[src/hdl/gpm_pkg.sv]
`timescale 1ns / 1ps
// ----------------------------------------------------------------------------
// gpm_pkg: shared types and constants of the glob pattern matcher
// Item layouts, action codes, pattern metacharacters, state encodings and
// the control structs between the command sequencer and the scan unit.
// ----------------------------------------------------------------------------
package gpm_pkg;

    // Action codes of an input item
    typedef enum logic [1:0] {
        ACT_CLEAR   = 2'd0,
        ACT_APPEND  = 2'd1,
        ACT_SUBJECT = 2'd2,
        ACT_END     = 2'd3
    } gpm_action_t;

    // Input item
    typedef struct packed {
        gpm_action_t action;
        logic [7:0]  data_byte;
    } gpm_in_t;

    // Result item
    typedef struct packed {
        logic matched;
        logic pattern_overflow;
    } gpm_out_t;

    // Pattern metacharacters
    localparam logic [7:0] CH_STAR  = 8'h2A;
    localparam logic [7:0] CH_OPEN  = 8'h5B;
    localparam logic [7:0] CH_CLOSE = 8'h5D;
    localparam logic [7:0] CH_ANY   = 8'h3F;
    localparam logic [7:0] CH_ESC   = 8'h5C;
    localparam logic [7:0] CH_NUL   = 8'h00;

    // Command sequencer states
    typedef enum logic [2:0] {
        ST_IDLE,
        ST_CLOSE_GO,
        ST_CLOSE_RUN,
        ST_ADV_GO,
        ST_ADV_RUN,
        ST_REPORT
    } gpm_state_t;

    // Scan unit states
    typedef enum logic [1:0] {
        SC_IDLE,
        SC_PREP,
        SC_RUN,
        SC_FIN
    } gpm_scan_state_t;

    // Token parser mode inside a scan
    typedef enum logic [1:0] {
        TK_PLAIN,
        TK_ESC_ARG,
        TK_LIST
    } gpm_tok_mode_t;

    // Sequencer to scan unit
    typedef struct packed {
        logic start;
        logic advance;   // 1: step on subject byte, 0: star closure of start set
    } gpm_scan_cmd_t;

    // Scan unit to sequencer
    typedef struct packed {
        logic done;
        logic live_end;  // live bit at the pattern end position
    } gpm_scan_sts_t;

endpackage

[src/hdl/gpm_store.sv]
`timescale 1ns / 1ps
// ----------------------------------------------------------------------------
// gpm_store: pattern byte memory
// One write port for pattern appends, one registered read port for the scan.
// ----------------------------------------------------------------------------
module gpm_store #(
    parameter int MAX_PATTERN = 32,
    localparam int PW = $clog2(MAX_PATTERN)
) (
    input  logic          aclk,
    input  logic          wr_en,
    input  logic [PW-1:0] wr_addr,
    input  logic [7:0]    wr_data,
    input  logic [PW-1:0] rd_addr,
    output logic [7:0]    rd_data
);

    logic [7:0] mem [MAX_PATTERN];

    // Write on append; the read is registered, so the address is given ahead of use
    always_ff @(posedge aclk) begin
        if (wr_en) begin
            mem[wr_addr] <= wr_data;
        end
        rd_data <= mem[rd_addr];
    end

endmodule

[src/hdl/gpm_scan.sv]
`timescale 1ns / 1ps
// ----------------------------------------------------------------------------
// gpm_scan: iterative live-position scan unit
// Walks the stored pattern one byte per cycle, parsing tokens on the fly,
// and builds the next set of live positions with star closure folded in.
// ----------------------------------------------------------------------------
module gpm_scan #(
    parameter int MAX_PATTERN = 32,
    localparam int PW = $clog2(MAX_PATTERN),
    localparam int LW = $clog2(MAX_PATTERN + 1)
) (
    input  logic                   aclk,
    input  logic                   aresetn,
    input  gpm_pkg::gpm_scan_cmd_t scan_cmd,
    input  logic [LW-1:0]          pat_len,
    input  logic [7:0]             subj_byte,
    output logic [PW-1:0]          rd_addr,
    input  logic [7:0]             rd_data,
    output gpm_pkg::gpm_scan_sts_t scan_sts
);
    import gpm_pkg::*;

    gpm_scan_state_t state_reg, state_next;
    gpm_tok_mode_t   mode_reg, mode_next;
    logic [PW-1:0]   pos_reg;
    logic            adv_reg;
    logic            arm_reg, arm_next;
    logic            hit_reg, hit_next;
    logic [MAX_PATTERN:0] set_reg, set_next;
    logic [MAX_PATTERN:0] live_reg;

    logic [LW-1:0] pos_ext;
    logic [LW-1:0] pos_inc;
    logic          last_pos;
    logic          live_p;
    logic          here_p;
    logic          byte_eq;

    assign pos_ext  = LW'(pos_reg);
    assign pos_inc  = pos_ext + LW'(1);
    assign last_pos = (pos_inc == pat_len);
    assign live_p   = adv_reg & live_reg[pos_ext];
    assign here_p   = set_reg[pos_ext];
    assign byte_eq  = (rd_data == subj_byte);

    // Next state
    always_comb begin
        state_next = state_reg;
        unique case (state_reg)
            SC_IDLE: begin
                if (scan_cmd.start) begin
                    state_next = SC_PREP;
                end
            end
            SC_PREP: begin
                state_next = (pat_len == '0) ? SC_FIN : SC_RUN;
            end
            SC_RUN: begin
                if (last_pos) begin
                    state_next = SC_FIN;
                end
            end
            SC_FIN: begin
                state_next = SC_IDLE;
            end
            default: state_next = SC_IDLE;
        endcase
    end

    // Outputs: prefetch address and status
    always_comb begin
        rd_addr           = (state_reg == SC_RUN) ? pos_reg + PW'(1) : '0;
        scan_sts.done     = (state_reg == SC_FIN);
        scan_sts.live_end = live_reg[pat_len];
    end

    // Step one pattern byte: token parse and next-set update
    always_comb begin
        set_next  = set_reg;
        mode_next = mode_reg;
        arm_next  = arm_reg;
        hit_next  = hit_reg;
        unique case (mode_reg)
            TK_PLAIN: begin
                case (rd_data)
                    CH_STAR: begin
                        if (live_p) begin
                            set_next[pos_ext] = 1'b1;
                        end
                        if (live_p || here_p) begin
                            set_next[pos_inc] = 1'b1;
                        end
                    end
                    CH_ANY: begin
                        if (live_p) begin
                            set_next[pos_inc] = 1'b1;
                        end
                    end
                    CH_ESC: begin
                        mode_next = TK_ESC_ARG;
                        arm_next  = live_p;
                    end
                    CH_OPEN: begin
                        mode_next = TK_LIST;
                        arm_next  = live_p;
                        hit_next  = 1'b0;
                    end
                    default: begin
                        if (live_p && byte_eq) begin
                            set_next[pos_inc] = 1'b1;
                        end
                    end
                endcase
            end
            TK_ESC_ARG: begin
                if (arm_reg && byte_eq) begin
                    set_next[pos_inc] = 1'b1;
                end
                mode_next = TK_PLAIN;
            end
            TK_LIST: begin
                if (rd_data == CH_CLOSE) begin
                    if (arm_reg && hit_reg) begin
                        set_next[pos_inc] = 1'b1;
                    end
                    mode_next = TK_PLAIN;
                end else if (byte_eq) begin
                    hit_next = 1'b1;
                end
            end
            default: mode_next = TK_PLAIN;
        endcase
    end

    // Registers
    always_ff @(posedge aclk) begin
        if (!aresetn) begin
            state_reg <= SC_IDLE;
            mode_reg  <= TK_PLAIN;
            live_reg  <= '0;
        end else begin
            state_reg <= state_next;
            unique case (state_reg)
                SC_IDLE: begin
                    if (scan_cmd.start) begin
                        adv_reg <= scan_cmd.advance;
                    end
                end
                SC_PREP: begin
                    // Closure pass seeds position zero, step pass starts empty
                    pos_reg  <= '0;
                    mode_reg <= TK_PLAIN;
                    arm_reg  <= 1'b0;
                    hit_reg  <= 1'b0;
                    set_reg  <= {{MAX_PATTERN{1'b0}}, ~adv_reg};
                end
                SC_RUN: begin
                    pos_reg  <= pos_reg + PW'(1);
                    mode_reg <= mode_next;
                    arm_reg  <= arm_next;
                    hit_reg  <= hit_next;
                    set_reg  <= set_next;
                end
                SC_FIN: begin
                    live_reg <= set_reg;
                end
                default: ;
            endcase
        end
    end

endmodule

[src/hdl/glob_pattern_matcher_core.sv]
`timescale 1ns / 1ps
// ----------------------------------------------------------------------------
// glob_pattern_matcher_core: glob pattern matcher, top level
// Loads a glob pattern byte by byte and matches subject strings against it.
// ----------------------------------------------------------------------------
// Usage:
//   s_ channel carries items of action and data_byte. Clear and append items
//   run no scan. A subject byte runs one scan of the stored pattern; the
//   first byte of a subject first runs a closure pass that builds the start
//   set. An end-of-subject item goes straight to the result when a subject
//   is in progress, runs the closure pass first otherwise, and gives one
//   result item on the m_ channel with matched and pattern_overflow.
//   Per subject byte the scan unit visits one stored pattern byte per cycle
//   through the single memory read port.
//   s_ready is high only while no item is in work.
//   The result sits in an output register; while the receiver stalls, the
//   block keeps taking items until a second result is due, and then holds
//   that item until the first result is taken.
//   Reset empties the pattern and clears overflow and subject state; the
//   pattern memory is not cleared, only bytes below the pattern length count.
// ----------------------------------------------------------------------------
module glob_pattern_matcher_core #(
    parameter int MAX_PATTERN = 32
) (
    input  logic             aclk,
    input  logic             aresetn,
    input  logic             s_valid,
    output logic             s_ready,
    input  gpm_pkg::gpm_in_t  s_data,
    output logic             m_valid,
    input  logic             m_ready,
    output gpm_pkg::gpm_out_t m_data
);
    import gpm_pkg::*;

    localparam int PW = $clog2(MAX_PATTERN);
    localparam int LW = $clog2(MAX_PATTERN + 1);

    gpm_state_t    state_reg, state_next;
    logic [LW-1:0] len_reg;
    logic          ovf_reg;
    logic          started_reg;
    gpm_action_t   act_reg;
    logic [7:0]    byte_reg;
    logic          m_valid_reg;
    gpm_out_t      m_data_reg;

    gpm_scan_cmd_t scan_cmd;
    gpm_scan_sts_t scan_sts;
    logic [PW-1:0] rd_addr;
    logic [7:0]    rd_data;

    logic s_fire;
    logic nz_byte;
    logic store_full;
    logic wr_en;
    logic out_free;

    assign s_fire     = s_valid && s_ready;
    assign nz_byte    = (s_data.data_byte != CH_NUL);
    assign store_full = (len_reg == LW'(MAX_PATTERN));
    assign wr_en      = s_fire && (s_data.action == ACT_APPEND) && nz_byte && !store_full;
    assign out_free   = !m_valid_reg || m_ready;

    gpm_store #(
        .MAX_PATTERN (MAX_PATTERN)
    ) u_store (
        .aclk    (aclk),
        .wr_en   (wr_en),
        .wr_addr (len_reg[PW-1:0]),
        .wr_data (s_data.data_byte),
        .rd_addr (rd_addr),
        .rd_data (rd_data)
    );

    gpm_scan #(
        .MAX_PATTERN (MAX_PATTERN)
    ) u_scan (
        .aclk      (aclk),
        .aresetn   (aresetn),
        .scan_cmd  (scan_cmd),
        .pat_len   (len_reg),
        .subj_byte (byte_reg),
        .rd_addr   (rd_addr),
        .rd_data   (rd_data),
        .scan_sts  (scan_sts)
    );

    // Next state
    always_comb begin
        state_next = state_reg;
        unique case (state_reg)
            ST_IDLE: begin
                if (s_fire) begin
                    unique case (s_data.action)
                        ACT_SUBJECT: begin
                            if (nz_byte) begin
                                state_next = started_reg ? ST_ADV_GO : ST_CLOSE_GO;
                            end
                        end
                        ACT_END: begin
                            state_next = started_reg ? ST_REPORT : ST_CLOSE_GO;
                        end
                        default: state_next = ST_IDLE;
                    endcase
                end
            end
            ST_CLOSE_GO: state_next = ST_CLOSE_RUN;
            ST_CLOSE_RUN: begin
                if (scan_sts.done) begin
                    state_next = (act_reg == ACT_SUBJECT) ? ST_ADV_GO : ST_REPORT;
                end
            end
            ST_ADV_GO: state_next = ST_ADV_RUN;
            ST_ADV_RUN: begin
                if (scan_sts.done) begin
                    state_next = ST_IDLE;
                end
            end
            ST_REPORT: begin
                if (out_free) begin
                    state_next = ST_IDLE;
                end
            end
            default: state_next = ST_IDLE;
        endcase
    end

    // Outputs of the sequencer
    always_comb begin
        s_ready          = (state_reg == ST_IDLE);
        scan_cmd.start   = (state_reg == ST_CLOSE_GO) || (state_reg == ST_ADV_GO);
        scan_cmd.advance = (state_reg == ST_ADV_GO);
    end

    assign m_valid = m_valid_reg;
    assign m_data  = m_data_reg;

    // Capture the item and keep pattern, subject and result state
    always_ff @(posedge aclk) begin
        if (!aresetn) begin
            state_reg   <= ST_IDLE;
            len_reg     <= '0;
            ovf_reg     <= 1'b0;
            started_reg <= 1'b0;
            m_valid_reg <= 1'b0;
        end else begin
            state_reg <= state_next;

            if (s_fire) begin
                act_reg  <= s_data.action;
                byte_reg <= s_data.data_byte;
                unique case (s_data.action)
                    ACT_CLEAR: begin
                        len_reg     <= '0;
                        ovf_reg     <= 1'b0;
                        started_reg <= 1'b0;
                    end
                    ACT_APPEND: begin
                        if (nz_byte) begin
                            started_reg <= 1'b0;
                            if (store_full) begin
                                ovf_reg <= 1'b1;
                            end else begin
                                len_reg <= len_reg + LW'(1);
                            end
                        end
                    end
                    default: ;
                endcase
            end

            // A finished closure pass opens the subject
            if (state_reg == ST_CLOSE_RUN && scan_sts.done) begin
                started_reg <= 1'b1;
            end

            // Load a new result, else drop a taken one
            if (state_reg == ST_REPORT && out_free) begin
                m_valid_reg                 <= 1'b1;
                m_data_reg.matched          <= !ovf_reg && scan_sts.live_end;
                m_data_reg.pattern_overflow <= ovf_reg;
                started_reg                 <= 1'b0;
            end else if (m_valid_reg && m_ready) begin
                m_valid_reg <= 1'b0;
            end
        end
    end

endmodule

[config.mk]
export PLATFORM = sky130hd
export DESIGN_NAME = glob_pattern_matcher_core
export DESIGN_NICKNAME = d
export VERILOG_FILES = /design/src/hdl/gpm_pkg.sv /design/src/hdl/gpm_store.sv /design/src/hdl/gpm_scan.sv /design/src/hdl/glob_pattern_matcher_core.sv
export SDC_FILE = /design/constraint.sdc
export NUM_CORES = 1
export LEC_CHECK = 0
export ABC_AREA = 1
export ABC_CLOCK_PERIOD_IN_PS = 5260
export BUFFER_PORTS_ARGS = -buffer_cell sky130_fd_sc_hd__buf_2
export CELL_PAD_IN_SITES_DETAIL_PLACEMENT = 0
export CELL_PAD_IN_SITES_GLOBAL_PLACEMENT = 1
export CORE_MARGIN = 2
export CORE_UTILIZATION = 50
export DETAILED_ROUTE_END_ITERATION = 8
export HOLD_SLACK_MARGIN = 0.05
export PLACE_DENSITY = 0.8
export SLEW_MARGIN = 5
export SYNTH_ARGS = -nofsm -noshare
export SYNTH_HDL_FRONTEND = slang
export SYNTH_SLANG_ARGS = --single-unit
[constraint.sdc]
create_clock -name aclk -period 5.26 [get_ports aclk]
set_clock_uncertainty 0.15 [all_clocks]
set_input_delay 1.052 -clock aclk [delete_from_list [all_inputs] [get_ports aclk]]
set_output_delay 1.052 -clock aclk [all_outputs]
set_load 0.02 [all_outputs]
==> run_results.csv <==
group,metric,value,unit
outcome,status,"complete, no violations",
logic_synthesis,syn_area,0.0168,mm²
global_routing,gr-max-usage-layer,"met2",
logic_synthesis,synth_seq_cells,366,
cts,cts-root-buf,"clkbuf_16",
logic_synthesis,synth_area_leaders,"edfxtp_1 55%, dfxtp_1 6.8%, o21ai_0 5.9%",
cts,cts_setup_buffers,0,
logic_synthesis,synth-edff-count,309,
timing,final-max-slew-violation-count,0,
logic_synthesis,yosysWarnings,0,
logic_synthesis,synth.most_common_cell,"edfxtp_1",
worst_setup_path,path_max_fanout,13,
worst_setup_path,reg2reg_from,"len_reg[1]",
worst_setup_path,reg2reg_slack,1880,ps
cts,worstSkewPairLatency,550,ps
global_routing,grt_util_met1,0.362,
cts,clk_pin_slew,60,ps
cells_and_area,largest_register_ff_count,256,
timing,finalCritPeriodShare,0.642,
die,dieArea,0.0351,mm²
global_routing,grt_max_degree,69,
cells_and_area,regArea,0.0104,mm²
logic_synthesis,synth_top_cells_by_count,"309 x edfxtp_1, 261 x nor2_1, 249 x nand2_1, 200 x o21ai_0, 149 x inv_1",
drt,vias,12500,
worst_setup_path,worstSetupStartpointType,"flop",
worst_setup_path,reg2reg_depth,9,
timing,rsz0062_at_grt,"false",
die,initial_utilization,0.504,
die,rows,67,
power_and_ir_drop,p_int,5.52,mW
power_and_ir_drop,p_sw,2.89,mW
worst_setup_path,crit_end,"u_store.mem[1][3]",
logic_synthesis,synth_top_area_cell,"edfxtp_1",
die,io_pins,18,
timing,max_slew_margin,0.446,
logic_synthesis,ys.flop_type,"edfxtp_1",
global_routing,overflow,0,
global_routing,antenna_found_initial,0,
power_and_ir_drop,ir_drop,0.294,mV
logic_synthesis,synth_seq_area_share,0.619,
drt,drc,0,
die,die_h,187,µm
power_and_ir_drop,p_leak,6.60,nW
cells_and_area,fill_cells,3002,
global_routing,grt_pass1_vias,12100,
global_routing,grt.total_usage,0.264,
drt,ant_nets,0,
cells_and_area,drive_gt1_frac,0.0820,
cells_and_area,final_area,0.0185,mm²
job,cap_violations,0,
die,fp.coreArea,0.0334,mm²
worst_setup_path,required,5270,ps
timing,final_hold_viol_count,0,
power_and_ir_drop,clockPowerShare,0.312,
timing,setup_tns,0,ps
cts,clock_sinks,366,
worst_hold_path,min_path_cells,0,
logic_synthesis,postSynthCellCount,1704,
drt,dr.pass1.iters,5,
cts,cts_made_buffers,39,
drt,wl,46000,µm
cells_and_area,area_growth,9.82,%
logic_synthesis,syn_area_per_cell,9.87,µm²
cts,cts-hold-fix-buffers,0,
worst_setup_path,path_class,"reg -> reg",
timing,fmax,296,MHz
placement,gp_congestion,0.870,
cts,post_cts_resized,0,
cells_and_area,nets,1730,
power_and_ir_drop,p_sw_frac,0.344,
cts,h-tree-depth,2,
placement,numPortBuffers,17,
timing,setup_violations,0,
placement,dp_hpwl,29200,µm
worst_setup_path,startpoint,"len_reg[1]",
logic_synthesis,async_flop_share,0,
global_routing,use_met2,0.433,
global_routing,use_met3,0.0340,
drt,wl_per_cell,21.1,µm
worst_setup_path,critPathArrivalTime,3380,ps
power_and_ir_drop,cellPowerDensity,455,mW/mm²
drt,viasPerCell,5.73,
logic_synthesis,synth_top_area_frac,0.551,
worst_hold_path,hp-class,"reg -> reg",
die,die_w,187,µm
logic_synthesis,synth_cell_types,49,
drt,drt_iter0_drc,1241,
cts,ctsLongestPathBuffers,3,
cells_and_area,multi_input_area,0.00537,mm²
placement,dpl_cell_area,0.0172,mm²
cts,cts_tree,"built",
worst_setup_path,r2r-end,"u_store.mem[1][3]",
timing,period_needed,3380,ps
power_and_ir_drop,pwr-share-seq,0.418,
power_and_ir_drop,pwr-share-comb,0.270,
worst_setup_path,endpoint_kind,"flop",
logic_synthesis,synth_nets,1734,
worst_hold_path,min_from,"ovf_reg",
global_routing,grt_pass1_wl,71200,µm
timing,worstMarginPinSlew,824,ps
-- worst min path at each step --
stage	endpoint	slack, ps
6_report	m_data[0]	310
5_1_grt	m_data[0]	340
4_1_cts	m_data[0]	320
3_5_place_dp	m_data[0]	310
3_3_place_gp	m_data[0]	300
2_1_floorplan	m_data[0]	280
-- cell usage in the layout (no fill, tap or decap), types with 3 or more instances in the layout --
| cell | n |
|---|---|
| nand2_2 | 4 |
| o22ai_1 | 39 |
| a211oi_1 | 6 |
| edfxtp_1 | 309 |
| nor2_1 | 261 |
| clkbuf_1 | 12 |
| nand2_1 | 249 |
| buf_2 | 17 |
| dfxtp_1 | 57 |
| inv_1 | 148 |
| nand4_1 | 11 |
| clkinv_2 | 10 |
| o211ai_1 | 17 |
| inv_2 | 10 |
| xnor2_1 | 3 |
| o221ai_1 | 23 |
| nand3_1 | 83 |
| o21ai_1 | 6 |
| ha_1 | 15 |
| nor3_2 | 3 |
| clkbuf_8 | 5 |
| xor2_1 | 8 |
| nor2_4 | 3 |
| clkbuf_16 | 39 |
| or2_2 | 3 |
| nand2_4 | 4 |
| nor3_1 | 28 |
| o21ai_0 | 200 |
| clkinv_1 | 5 |
| nor2_2 | 4 |
| buf_4 | 26 |
| a31oi_1 | 13 |
| a22oi_1 | 4 |
| a21oi_1 | 81 |
-- worst max-delay path, stage by stage, from the launching register on --
cell and delay, ps:
dfxtp_1 300, buf_4 280, inv_1 70, buf_4 230, ha_1 290, inv_1 100
nor3_1 60, a31oi_1 370, nand2_1 500, nor2_1 660
-- stage by stage --
step | hold slack (ps) | util | setup slack, ps | power [mW] | cells
floorplan | 281 | - | 1380 | 5.12 | 1704
global placement | 296 | 0.517 | 1540 | 5.82 | 2107
detailed placement | 306 | 0.517 | 1480 | 5.83 | 2107
CTS | 320 | 0.554 | 1900 | 8.44 | 2179
global route | 337 | 0.554 | 1530 | 8.85 | 2179
finish | 314 | 0.554 | 1880 | 8.42 | 2180
-- cell type report --
cell class	instances	share of cell area
tap	448	0.0303
multi-input combinational	1088	0.291
inverter	162	0.0332
timing repair buffer	43	0.0152
clock buffer	56	0.0590
antenna	1	0.000135
clock inverter	16	0.00765
sequential	366	0.564
-- layer usage --
metal,vias up,routed length (µm),share of wire
met5,-,0,0
met1,6004,19300,0.42
met4,0,1660,0.036
met3,96,2970,0.064
met2,475,22100,0.48
li1,5923,-,-
-- cell families after synthesis --
| kind of cell | synth area share |
|---|---|
| xor+xnor | 0.00573 |
| compound gates | 0.135 |
| fa+ha+maj | 0.0119 |
| simple gates | 0.166 |
| flops | 0.619 |
| buf+inv | 0.0624 |
-- power by group through the flow --
| stage | combinational, mW | sequential [mW] | clock [mW] |
|---|---|---|---|
| 6_report | 2.27 | 3.52 | 2.62 |
| 5_1_grt | 2.54 | 3.54 | 2.77 |
| 4_1_cts | 2.26 | 3.52 | 2.66 |
| 3_5_place_dp | 2.25 | 3.58 | 0 |
| 3_3_place_gp | 2.24 | 3.57 | 0 |
| 2_1_floorplan | 1.59 | 3.53 | 0 |
Power figures use the tool's default switching activity.
